`config.mk`:
```
export PLATFORM = sky130hd
export DESIGN_NAME = prefilled_moving_average_core
export DESIGN_NICKNAME = d
export VERILOG_FILES = /design/src/sv/pma_pkg.sv /design/src/sv/prefilled_moving_average_core.sv /design/src/sv/pma_entry.sv /design/src/sv/pma_cell.sv
export VERILOG_INCLUDE_DIRS = /design/src /design/src/sv
export SDC_FILE = /design/constraint.sdc
export NUM_CORES = 1
export LEC_CHECK = 0
export ABC_AREA = 1
export BUFFER_PORTS_ARGS = -buffer_cell sky130_fd_sc_hd__buf_2
export CORE_ASPECT_RATIO = 0.6
export CORE_MARGIN = 3
export CORE_UTILIZATION = 55
export DETAILED_ROUTE_END_ITERATION = 7
export GPL_TIMING_DRIVEN = 0
export PLACE_DENSITY = 0.83
export RECOVER_POWER = 25
export SLEW_MARGIN = 20
export SYNTH_ARGS = -nofsm -noshare
export SYNTH_HDL_FRONTEND = slang
export SYNTH_SLANG_ARGS = --single-unit
```
`constraint.sdc`:
```
create_clock -name clk -period 128.8 [get_ports clk]
set_clock_uncertainty 0.1 [all_clocks]
set_input_delay 0 -clock clk [delete_from_list [all_inputs] [get_ports clk]]
set_output_delay 0 -clock clk [all_outputs]
set_load 0.01 [all_outputs]
```
`src/sv/prefilled_moving_average_core_assert.svh`:
```
// ----------------------------------------------------------------------------
// Assertion macros for the prefilled moving average core
// Clocked on clk and disabled while arst_n is low.
// ----------------------------------------------------------------------------
`ifndef PREFILLED_MOVING_AVERAGE_CORE_ASSERT_SVH
`define PREFILLED_MOVING_AVERAGE_CORE_ASSERT_SVH

// The consequent must hold in the same cycle as the antecedent.
`define PMA_ASSERT_SAME(label, ante, cons) \
	label: assert property (@(posedge clk) disable iff (!arst_n) (ante) |-> (cons)) \
		else $error("moving average core: same-cycle check failed");

// The consequent must hold in the cycle after the antecedent.
`define PMA_ASSERT_NEXT(label, ante, cons) \
	label: assert property (@(posedge clk) disable iff (!arst_n) (ante) |=> (cons)) \
		else $error("moving average core: next-cycle check failed");

`endif

```
`src/sv/pma_pkg.sv`:
```
`timescale 1ns / 1ps
// ----------------------------------------------------------------------------
// pma_pkg
// Shared constants and types of the prefilled moving average core.
// ----------------------------------------------------------------------------
package pma_pkg;

	localparam int WINDOW_DEPTH      = 64;
	localparam int SAMPLES_PER_ITEM  = 8;
	localparam int NUM_SAMPLE_FIELDS = 8;
	localparam int SAMPLE_W          = 10;
	localparam int ENTRY_SHIFT       = 3;
	localparam int SUM_W             = SAMPLE_W + $clog2(NUM_SAMPLE_FIELDS);
	localparam int ENTRY_W           = SUM_W + ENTRY_SHIFT;
	localparam int DEPTH_W           = $clog2(WINDOW_DEPTH);
	localparam int TOTAL_W           = ENTRY_W + DEPTH_W;
	localparam int AVG_SHIFT         = DEPTH_W + ENTRY_SHIFT;
	localparam int AVERAGE_W         = 13;
	localparam int IN_TDATA_W        = ((NUM_SAMPLE_FIELDS * SAMPLE_W + 7) / 8) * 8;
	localparam int OUT_TDATA_W       = ((AVERAGE_W + 7) / 8) * 8;

	typedef logic [ENTRY_W-1:0] entry_t;
	typedef logic [TOTAL_W-1:0] total_t;

	// Per-cycle commands shared by every cell of the window chain.
	typedef struct packed {
		logic shift;
		logic fill;
	} cell_ctrl_t;

endpackage

```
`src/sv/prefilled_moving_average_core.sv`:
```
`timescale 1ns / 1ps
// ----------------------------------------------------------------------------
// prefilled_moving_average_core
// Boxcar average over the last 64 scaled sample sums, prefilled on first use.
// ----------------------------------------------------------------------------
// Usage:
// Each input word on s_axis carries eight 10-bit samples. Their sum times 8
// is one window entry; each input word gives one output word on m_axis with
// the sum of the last 64 entries divided by 512, truncated.
// The window is a chain of 64 cells that shifts by one on every processed
// word; a running total drops the entry leaving the chain's end and adds
// the new one, so no re-summing is needed.
// Pipeline: an accepted word's entry is registered in the adder stage, then
// its average in the output register. Throughput: one word per cycle unless
// m_axis stalls, set by the chain stage's single total update per cycle.
// Reset: the window is marked empty; the first word after reset fills every
// cell with its entry, so the first average equals that entry divided by 8.
// Stall: the result stays in the output register while m_axis_tready is low;
// one more word can still be taken into the adder stage, then s_axis_tready
// drops until the output is taken.
// ----------------------------------------------------------------------------
module prefilled_moving_average_core (
	input  logic                            clk,
	input  logic                            arst_n,
	input  logic                            s_axis_tvalid,
	output logic                            s_axis_tready,
	// sample_0 [9:0], sample_1 [19:10], ... sample_7 [79:70]
	input  logic [pma_pkg::IN_TDATA_W-1:0]  s_axis_tdata,
	output logic                            m_axis_tvalid,
	input  logic                            m_axis_tready,
	// average [12:0], zeros above
	output logic [pma_pkg::OUT_TDATA_W-1:0] m_axis_tdata
);
	import pma_pkg::*;

	logic                 valid_s1;
	entry_t               entry_s1;
	logic                 out_free;
	logic                 advance;
	logic                 in_accept;
	logic                 empty_q;
	total_t               total_q;
	total_t               next_total;
	logic [AVERAGE_W-1:0] average_q;
	logic                 out_valid_q;
	cell_ctrl_t           cell_ctrl;
	entry_t               cells [WINDOW_DEPTH];

	assign out_free      = !out_valid_q || m_axis_tready;
	assign advance       = valid_s1 && out_free;
	assign s_axis_tready = !valid_s1 || out_free;
	assign in_accept     = s_axis_tvalid && s_axis_tready;

	pma_entry u_entry (
		.clk      (clk),
		.load     (in_accept),
		.tdata    (s_axis_tdata),
		.entry_s1 (entry_s1)
	);

	always_ff @(posedge clk or negedge arst_n) begin
		if (!arst_n) begin
			valid_s1 <= 1'b0;
		end else if (s_axis_tready) begin
			valid_s1 <= s_axis_tvalid;
		end
	end

	assign cell_ctrl.shift = advance;
	assign cell_ctrl.fill  = empty_q;

	for (genvar g = 0; g < WINDOW_DEPTH; g++) begin : g_cell
		pma_cell u_cell (
			.clk        (clk),
			.ctrl       (cell_ctrl),
			.fill_value (entry_s1),
			.shift_in   ((g == 0) ? entry_s1 : cells[(g == 0) ? 0 : g - 1]),
			.value_q    (cells[g])
		);
	end

	// The last cell holds the oldest entry, the one the new entry replaces.
	always_comb begin
		if (empty_q) begin
			next_total = total_t'(entry_s1) << DEPTH_W;
		end else begin
			next_total = total_q - total_t'(cells[WINDOW_DEPTH-1]) + total_t'(entry_s1);
		end
	end

	always_ff @(posedge clk or negedge arst_n) begin
		if (!arst_n) begin
			empty_q     <= 1'b1;
			out_valid_q <= 1'b0;
		end else begin
			if (advance) begin
				empty_q <= 1'b0;
			end
			if (out_free) begin
				out_valid_q <= valid_s1;
			end
		end
	end

	always_ff @(posedge clk) begin
		if (advance) begin
			total_q   <= next_total;
			average_q <= next_total[AVG_SHIFT +: AVERAGE_W];
		end
	end

	assign m_axis_tvalid = out_valid_q;
	assign m_axis_tdata  = OUT_TDATA_W'(average_q);

`include "prefilled_moving_average_core_assert.svh"

	`PMA_ASSERT_NEXT(a_result_follows, advance, m_axis_tvalid)
	`PMA_ASSERT_NEXT(a_prefill_once, advance, !empty_q)
	`PMA_ASSERT_SAME(a_avg_matches_total, m_axis_tvalid,
		average_q == total_q[AVG_SHIFT +: AVERAGE_W])
	`PMA_ASSERT_SAME(a_no_overrun, in_accept && valid_s1, advance)

endmodule

```
`src/sv/pma_entry.sv`:
```
`timescale 1ns / 1ps
// ----------------------------------------------------------------------------
// pma_entry
// First pipeline stage: adds the samples of one word and scales the sum by 8.
// ----------------------------------------------------------------------------
module pma_entry (
	input  logic                           clk,
	input  logic                           load,
	input  logic [pma_pkg::IN_TDATA_W-1:0] tdata,
	output pma_pkg::entry_t                entry_s1
);
	import pma_pkg::*;

	logic [SUM_W-1:0] sum;

	always_comb begin
		sum = '0;
		for (int k = 0; k < SAMPLES_PER_ITEM; k++) begin
			sum = sum + SUM_W'(tdata[k*SAMPLE_W +: SAMPLE_W]);
		end
	end

	always_ff @(posedge clk) begin
		if (load) begin
			entry_s1 <= {sum, ENTRY_SHIFT'(0)};
		end
	end

endmodule

```
`src/sv/pma_cell.sv`:
```
`timescale 1ns / 1ps
// ----------------------------------------------------------------------------
// pma_cell
// One window entry; takes its left neighbor's entry on a shift, or the new
// entry when the whole window is prefilled.
// ----------------------------------------------------------------------------
module pma_cell (
	input  logic                clk,
	input  pma_pkg::cell_ctrl_t ctrl,
	input  pma_pkg::entry_t     fill_value,
	input  pma_pkg::entry_t     shift_in,
	output pma_pkg::entry_t     value_q
);
	import pma_pkg::*;

	always_ff @(posedge clk) begin
		if (ctrl.shift) begin
			value_q <= ctrl.fill ? fill_value : shift_in;
		end
	end

endmodule

```
# Yosys cells after proc, flatten, opt, wreduce, memory -nomap -nowiden
# Cells that the tools add are included.
op_classes:
  n_reduce_logical: 6
  muxes: 64
  n_addsub: 9
ops:
  columns: ["cell", "count"]
  rows:
  - ["2-to-1 mux 16 bit", 63]
  - ["adder 13 x 10 -> 13 bit", 6]
  - ["adder 22 x 16 -> 22 bit", 1]
  - ["2-to-1 mux 22 bit", 1]
  - ["subtractor 22 x 16 -> 22 bit", 1]
  - ["adder 10 x 10 -> 11 bit", 1]
  - ["logical AND 1 bit", 2]
  - ["zero test 1 bit", 2]
  - ["logical OR 1 bit", 2]
word_totals:
  elab_cells: 150
  inputBits: 84
  register_bits: 870

# Logic depth before layout (Yosys ltp)
# Gate-level depths: netlist of the first run.
depth:
  depth_word: 7
  ltp_mapped: 23
  mapped_depth_nobuf: 23

# Hierarchy
# Synthesis of the first run repeated with hierarchy kept, for this count alone.
unflattened:
  hier_cells: 5085
  area_unflattened_um2: 52013.6
by_module_without_submodules:
  columns: ["mod", "area_each_um2", "n_inst", "seq_area_each_um2", "cells_each"]
  rows:
  - ["pma_cell", 724.4, 64, 480.5, 68]
  - ["prefilled_moving_average_core", 3178.0, 1, 737.0, 472]
  - ["pma_entry", 2471.1, 1, 390.4, 261]

# Worst setup path after synthesis of the first run
# OpenSTA, ideal clock, no wires.
synth_path:
  kind: "reg2reg"
  from: "register out_valid_q, in the netlist m_axis_tvalid"
  to: "register g_cell[0].u_cell.value_q[10], enable pin"
  slack_ns: 85.146
  synth_period_minus_slack_ns: 43.654
  path_stages_with_launch: 2
  t_arrival_ns: 41.195
  setup_time_ns: 2.359
  path_cell_list: "dfrtp_1 -> a21oi_1"
synth_between:
  elab_chain_len: 3
synth_lines:
  columns: ["element", "line", "source"]
  rows:
  - ["start, declared", "prefilled_moving_average_core.sv:45", "logic out_valid_q;"]
  - ["start signal, assigned", "prefilled_moving_average_core.sv:100", "out_valid_q <= valid_s1;"]
  - ["zero test 1 bit", "prefilled_moving_average_core.sv:49", "assign out_free = !out_valid_q || m_axis_tready;"]
  - ["logical OR 1 bit", "prefilled_moving_average_core.sv:49", null]
  - ["logical AND 1 bit", "prefilled_moving_average_core.sv:50", "assign advance = valid_s1 && out_free;"]
  - ["named net advance", "prefilled_moving_average_core.sv:39", "logic advance;"]
  - ["end signal, assigned", "pma_cell.sv:18", "value_q <= ctrl.fill ? fill_value : shift_in;"]
  - ["end, declared", "pma_cell.sv:12", "output pma_pkg::entry_t value_q"]
# The timed path passes the listed nets, and every way through them passes these cells.
# A chain may end at the register's enable or synchronous reset.

# Worst setup path in the final report of the first run
layout_path:
  from: "register out_valid_q, in the netlist m_axis_tvalid"
  to: "register g_cell[14].u_cell.value_q[12], enable pin"
layout_between:
  elab_chain_len: 3
layout_lines:
  columns: ["element", "line"]
  rows:
  - ["zero test 1 bit", "prefilled_moving_average_core.sv:49"]
  - ["logical OR 1 bit", "prefilled_moving_average_core.sv:49"]
  - ["logical AND 1 bit", "prefilled_moving_average_core.sv:50"]
  - ["named net advance", "prefilled_moving_average_core.sv:39"]
  - ["end signal, assigned", "pma_cell.sv:18"]
  - ["end, declared", "pma_cell.sv:12"]
# The timed path passes the listed nets, and every way through them passes these cells.

==> metrics.md, run 1 <==
| Metric | Value |
|---|---|
| Cell variety after synth | `37` |
| Final hold vios | `0` |
| Leakage | `19.84 nW` |
| Status | `finished clean` |
| Pin count of the biggest net entering global routing | `27` |
| Placer Congestion | `0.9022` |
| CTS Buffer Depth | `3` |
| Worst-skew pair later-pin latency | `0.62 ns` |
| Final WS setup | `123.87 ns` |
| Pre-CTS setup slack | `123.80 ns` |
| HPWL Detailed | `56610 µm` |
| H-tree level count | `3` |
| EDFF count, synth | `864` |
| Slew @ Worst Pin | `1.419 ns` |
| M2 GR Usage | `35.77%` |
| Via Count | `24280` |
| Tot GR Track Use | `23.63%` |
| Kind of critical path | `reg2reg` |
| RSZ-0062 raised after global routing | `no` |
| Fin Setup TNS | `0 ns` |
| Post-synth top flop | `edfxtp_1` |
| CTS sink count | `867` |
| Synth Area in Adders | `4.889%` |
| Fillcell total | `4722` |
| Layout Nets | `3716` |
| Final period util | `3.829%` |
| Setup bufs post-CTS | `0` |
| Die Ht | `207.8 µm` |
| ANT nets after route | `0` |
| Syn_area_per_cell | `11.32 µm²` |
| Synth Area in XOR/XNOR | `0.4459%` |
| # setup viols final | `0` |
| Worst VDD drop | `0.01444 mV` |
| Core Region | `66680 µm²` |
| CP startpoint kind | `register` |
| Crit path arrival time | `5.14 ns` |
| IO Count | `102` |
| Leading cell type in the layout, fill and taps excluded | `nand2_1` |
| Final WL | `83200 µm` |
| Initial antenna violation count | `1` |
| First-pass DRT Iterations | `6` |
| Port bufs | `98` |
| Post-Synth Simple-Gate Area | `19.10%` |
| Max-slew headroom | `5.376%` |
| Hold/Removal Path Class | `in2reg` |
| Starting density of the core | `55.97%` |
| Yosys Warn Count | `0` |
| CTS root buffer | `clkbuf_16` |
| Cell count after synthesis | `3297` |
| Met1 Use GR | `33.60%` |
| Clk slew on worst S/H paths | `0.08 ns` |
| Vias in the first global route | `23950` |
| Grt met3 use | `8.123%` |
| Ratio of cells with drive above 1 in the final layout | `10.52%` |
| Total congestion overflow | `0` |
| DR DRC count | `0` |
| Critical path capture point type | `register` |
| CP Max Fanout | `25` |
| DRT iter0 DRCs | `3059` |
| # Max-Cap Violations | `0` |
| Die area | `71110 µm²` |
| Fraction of registers with async set/reset | `0.3460%` |
| Maximum clock rate | `0.2027 GHz` |
| Worst Path Required | `129.01 ns` |
| Sequential element share of the synthesized area | `69.73%` |
| CTS tree | `built` |
| Pwr per Cell Area | `19.83 nW/µm²` |
| Total CTS buffers | `73` |
| Commonest non-fill, non-tap cells in the layout | `nand2_1, edfxtp_1, inv_1` |
| Die W | `342.3 µm` |
| Global-route wire length before repair | `131300 µm` |
| Synth-to-layout area growth | `12.47%` |
| Tot Pwr | `0.8321 mW` |
| Compound-Gate Fraction of Synth Area | `0.9221%` |
| Mux cell area share after synthesis | `0%` |
| Busiest grt layer | `met2` |
| Largest family of logic cells by synthesized area | `simple AND/OR/NAND/NOR gates` |
| Final min period | `4.932 ns` |
| Register bit total from synthesis | `867` |
| Drt wl/cell | `18.59 µm` |
| DR vias/cell | `5.425` |
| Final Max Tran Viols | `0` |
| # rows | `73` |
| Post-Syn Area | `37320 µm²` |
-- per-stage QoR --
step	hold WS, ns	util [%]	cell area, µm²	std cells
floorplan	-0.3956	-	37320	3299
global placement	-0.2954	58.40	38940	4297
detailed placement	-0.2981	60.17	40120	4340
CTS	0.06259	63.67	42450	4475
global route	0.07837	62.94	41970	4475
finish	0.08037	62.94	41970	4476
-- timing repair --
item | CTS | global route
hold buffers | 9 | 0
gates resized for setup | 0 | 0
endpoints found under the hold margin | 51 | 0
-- flip-flops by register name (all words and copies together), names as in the netlist --
name / count
u_entry.entry_s1: 13
total_q: 19
m_axis_tvalid: 1
valid_s1: 1
empty_q: 1
g_cell.u_cell.value_q: 832
-- worst max-delay path, stage by stage (launching register included) --
cell      delay (ns)
dfrtp_1         0.41
a21oi_1         0.36
clkbuf_1        0.76
clkbuf_1        0.88
clkbuf_1        0.94
buf_16          0.24
buf_16          0.17
buf_16          0.16
buf_16          0.18
buf_16          0.19
buf_16          0.19
-- cell families after synthesis --
| kind of cell | count (synthesis) |
|---|---|
| compound gates | 63 |
| other cells | 1 |
| flops | 867 |
| simple gates | 1858 |
| xor+xnor | 19 |
| buf+inv | 381 |
| fa+ha+maj | 108 |
-- power breakdown --
| part | switching (mW) | total [mW] | leakage (nW) | internal (mW) |
|---|---|---|---|---|
| Combinational | 0.148 | 0.231 | 10.5 | 0.0827 |
| Clock | 0.0991 | 0.216 | 1.10 | 0.117 |
| Sequential | 0.0170 | 0.386 | 8.27 | 0.369 |
| Total | 0.264 | 0.832 | 19.8 | 0.568 |
-- path summary, 6_finish.rpt --
path                       slack, ns                             to                     startpoint  depth (start not counted)
max                           123.87  g_cell[14].u_cell.value_q[12]                  m_axis_tvalid                         10
min                             0.08           u_entry.entry_s1[15]               s_axis_tdata[39]                          5
max reg2reg                   123.87  g_cell[14].u_cell.value_q[12]                  m_axis_tvalid                         10
min reg2reg                     0.40  g_cell[63].u_cell.value_q[12]  g_cell[62].u_cell.value_q[12]                          2
max in group asynchronous     128.19                        empty_q                         arst_n                          3
min in group asynchronous       0.18                  m_axis_tvalid                         arst_n                          3
-- per-layer routing --
layer / vias up / share of wire, %
met2: 1178 / 45
met4: 2 / 1.9
met5: - / 0.017
met1: 11870 / 41
met3: 140 / 12
li1: 11100 / -
-- cell usage after synthesis, types with 2 or more instances --
cell      instances  share of area (%)
nand2_1        1755                 18
edfxtp_1        864                 70
inv_1           191                1.9
buf_2           114                1.5
buf_4            66                1.3
fa_1             63                3.4
ha_1             45                1.5
a21oi_1          37               0.50
nand3_1          33               0.44
nor2_1           31               0.31
nand2_2          22               0.37
o21ai_0          15               0.20
xor2_1           15               0.35
clkbuf_1          7              0.070
nand3_2           4               0.11
nand4_1           4              0.067
xnor2_1           4              0.094
and2_1            3              0.050
nor2_2            3              0.050
a21oi_2           2              0.047
dfrtp_1           2               0.13
o21bai_1          2              0.040
-- area by class of cell --
| class | instances | area, µm² | area share (%) |
|---|---|---|---|
| clock buffers | 88 | 1926 | 4.588 |
| multi-input cells | 2051 | 9469 | 22.56 |
| well taps | 900 | 1126 | 2.683 |
| inverters | 192 | 720.7 | 1.717 |
| clock inverters | 38 | 315.3 | 0.7513 |
| repair buffers | 150 | 1438 | 3.425 |
| diodes | 1 | 2.502 | 0.005962 |
| flip-flops and latches | 867 | 26020 | 62.00 |
| plain buffers | 189 | 950.9 | 2.266 |
No activity file was read; power rests on OpenSTA's default activity.
==> inputs of run 2 (changes only) <==
- clock period: 128.8 -> 5 ns (I/O delays scaled with it)
==> run 2 against run 1 <==
Compared with the run above: register-to-register slack worse by 120 ns; count of clock-buffer cells in the layout is 10 lower; die area is the same; clock power increased to 27 times the previous value; sequential power rose to 26 times the previous value; sequential cell count did not move; cell count about the same; combinational power grew to 26 times the previous value; first-iteration DRC count up 3.1%; critical path depth grew 11; critical path type is now in2reg; largest cell class unchanged.
==> metrics.md, run 2 (synthesis gave the netlist of run 1 again) <==
| Metric | Value |
|---|---|
| Total congestion overflow | `0` |
| Max-slew headroom | `7.019%` |
| Max reg flops | `832` |
| Status | `finished clean` |
| Crit-path leading delay family | `adder cells` |
| Worst Path Buf+Inv | `4` |
| # rows | `73` |
| Vias in the first global route | `23380` |
| Commonest non-fill, non-tap cells in the layout | `nand2_1, edfxtp_1, inv_1` |
| Worst VDD drop | `0.4430 mV` |
| CTS root buffer | `clkbuf_16` |
| Worst Path Required | `5.26 ns` |
| Fillcell total | `4617` |
| Die area | `71110 µm²` |
| DR vias/cell | `5.413` |
| Total CTS buffers | `72` |
| WHS | `0.06623 ns` |
| CTS Buffer Depth | `3` |
| Initial antenna violation count | `1` |
| Ratio of cells with drive above 1 in the final layout | `10.34%` |
| Tot Pwr | `21.82 mW` |
| Hold/Removal Path Class | `in2reg` |
| CP Max Fanout | `6` |
| Reg2reg setup slack | `0.72 ns` |
| Worst path slowest cell | `fa_1` |
| Final Max Tran Viols | `0` |
| Final WL | `82260 µm` |
| Global-route wire length before repair | `128700 µm` |
| Die W | `342.3 µm` |
| # Max-Cap Violations | `0` |
| RSZ-0062 raised after global routing | `no` |
| DRT iter0 DRCs | `3153` |
| ANT nets after route | `0` |
| Pwr per Cell Area | `515.9 nW/µm²` |
| Crit path cell chain | `buf_2 -> ha_1 -> fa_1 -> nand3_1 -> nand2_1 -> nand4_1 -> nand2_1 -> xor2_1 -> inv_1 -> fa_1 -> inv_1 -> fa_1 -> fa_1 -> fa_1 -> inv_1 -> ha_1 -> a21oi_1 -> nor2_1 -> a211oi_1 -> nand2_1 -> xor2_1` |
| Final hold vios | `0` |
| HPWL Detailed | `56010 µm` |
| # setup viols final | `0` |
| CP startpoint kind | `primary input` |
| Final min period | `4.454 ns` |
| Synth-to-layout area growth | `13.32%` |
| Leading registers by flop count | `g_cell.u_cell.value_q x832, total_q x19, u_entry.entry_s1 x13` |
| DR DRC count | `0` |
| Starting density of the core | `55.97%` |
| Tot GR Track Use | `23.23%` |
| Crit path top cell by count | `fa_1` |
| Core Region | `66680 µm²` |
| Worst-skew pair later-pin latency | `0.62 ns` |
| Largest Register | `g_cell.u_cell.value_q` |
| H-tree level count | `3` |
| Port bufs | `98` |
| First-pass DRT Iterations | `6` |
| IO Count | `102` |
| Kind of critical path | `in2reg` |
| Die Ht | `207.8 µm` |
| CTS tree | `built` |
| Placer Congestion | `0.9355` |
| Drt wl/cell | `18.36 µm` |
| Pin count of the biggest net entering global routing | `26` |
| Final period util | `89.08%` |
| Via Count | `24250` |
| Slew @ Worst Pin | `1.395 ns` |
| Crit path arrival time | `4.72 ns` |
| Critical path capture point type | `register` |
| Maximum clock rate | `0.2245 GHz` |
| Layout Nets | `3716` |
| Clk slew on worst S/H paths | `0.07 ns` |
| CTS sink count | `867` |
| Leading cell type in the layout, fill and taps excluded | `nand2_1` |
| Leakage | `19.98 nW` |
| CP max stage delay | `0.50 ns` |
-- run 2: area by class of cell --
cell class,instances,area (µm²),share of cell area (%)
antenna,1,2.502,0.005918
tap,900,1126,2.663
timing repair buffer,151,1628,3.849
multi-input combinational,2051,9472,22.40
buffer,189,894.6,2.116
sequential,867,26020,61.54
clock buffer,78,1867,4.415
inverter,192,720.7,1.704
clock inverter,51,555.5,1.314
-- run 2: per-stage QoR --
step                      area (µm²)  utilization (%)  setup slack [ns]  std cells   TNS [ns]
after detailed placement       40130            60.18         -0.004198       4341  -0.004198
after CTS                      42640            63.95            0.6511       4479          0
after global routing           42280            63.42            0.3997       4479          0
after global placement         38950            58.42            -15.28       4297          -
final                          42290            63.42            0.5461       4480          0
after floorplan                37340                -            -9.930       3299   -8459.90
-- run 2: where the power goes --
group	total [mW]	switching (mW)	leakage, nW	internal (mW)
clock network	5.93	2.60	1.19	3.33
registers	9.91	0.424	8.27	9.49
logic	5.97	3.80	10.5	2.17
-- run 2: layer usage --
metal	wire length, µm	GRT usage (%)	up-vias
met5	39	0.2688	-
met4	1984	6.298	4
met2	36480	33.58	1136
met3	9236	7.300	149
met1	34520	34.28	11840
li1	-	-	11120
-- run 2: worst reg2reg max path, stage by stage, from the launching register on --
cell and delay, ns:
dfrtp_1 0.41, a21oi_1 1.09, buf_16 0.24, clkbuf_1 0.95
buf_16 0.24, buf_16 0.18, buf_16 0.18, buf_16 0.20
buf_16 0.19, buf_16 0.19
-- run 2: worst paths after layout --
check / start / end / cells after the start
setup / recovery: s_axis_tdata[0] / u_entry.entry_s1[14] / 21
hold / removal: m_axis_tready / m_axis_tvalid / 5
setup reg to reg: m_axis_tvalid / g_cell[35].u_cell.value_q[14] / 9
hold reg to reg: valid_s1 / m_axis_tvalid / 2
max in group asynchronous: arst_n / empty_q / 3
min in group asynchronous: arst_n / valid_s1 / 3
-- run 2: what timing repair did --
action                                 in CTS  in global routing
resized for setup                           0                  0
endpoints found under the hold margin      31                  0
hold buffers                                9                  0
setup buffers                               0                  0
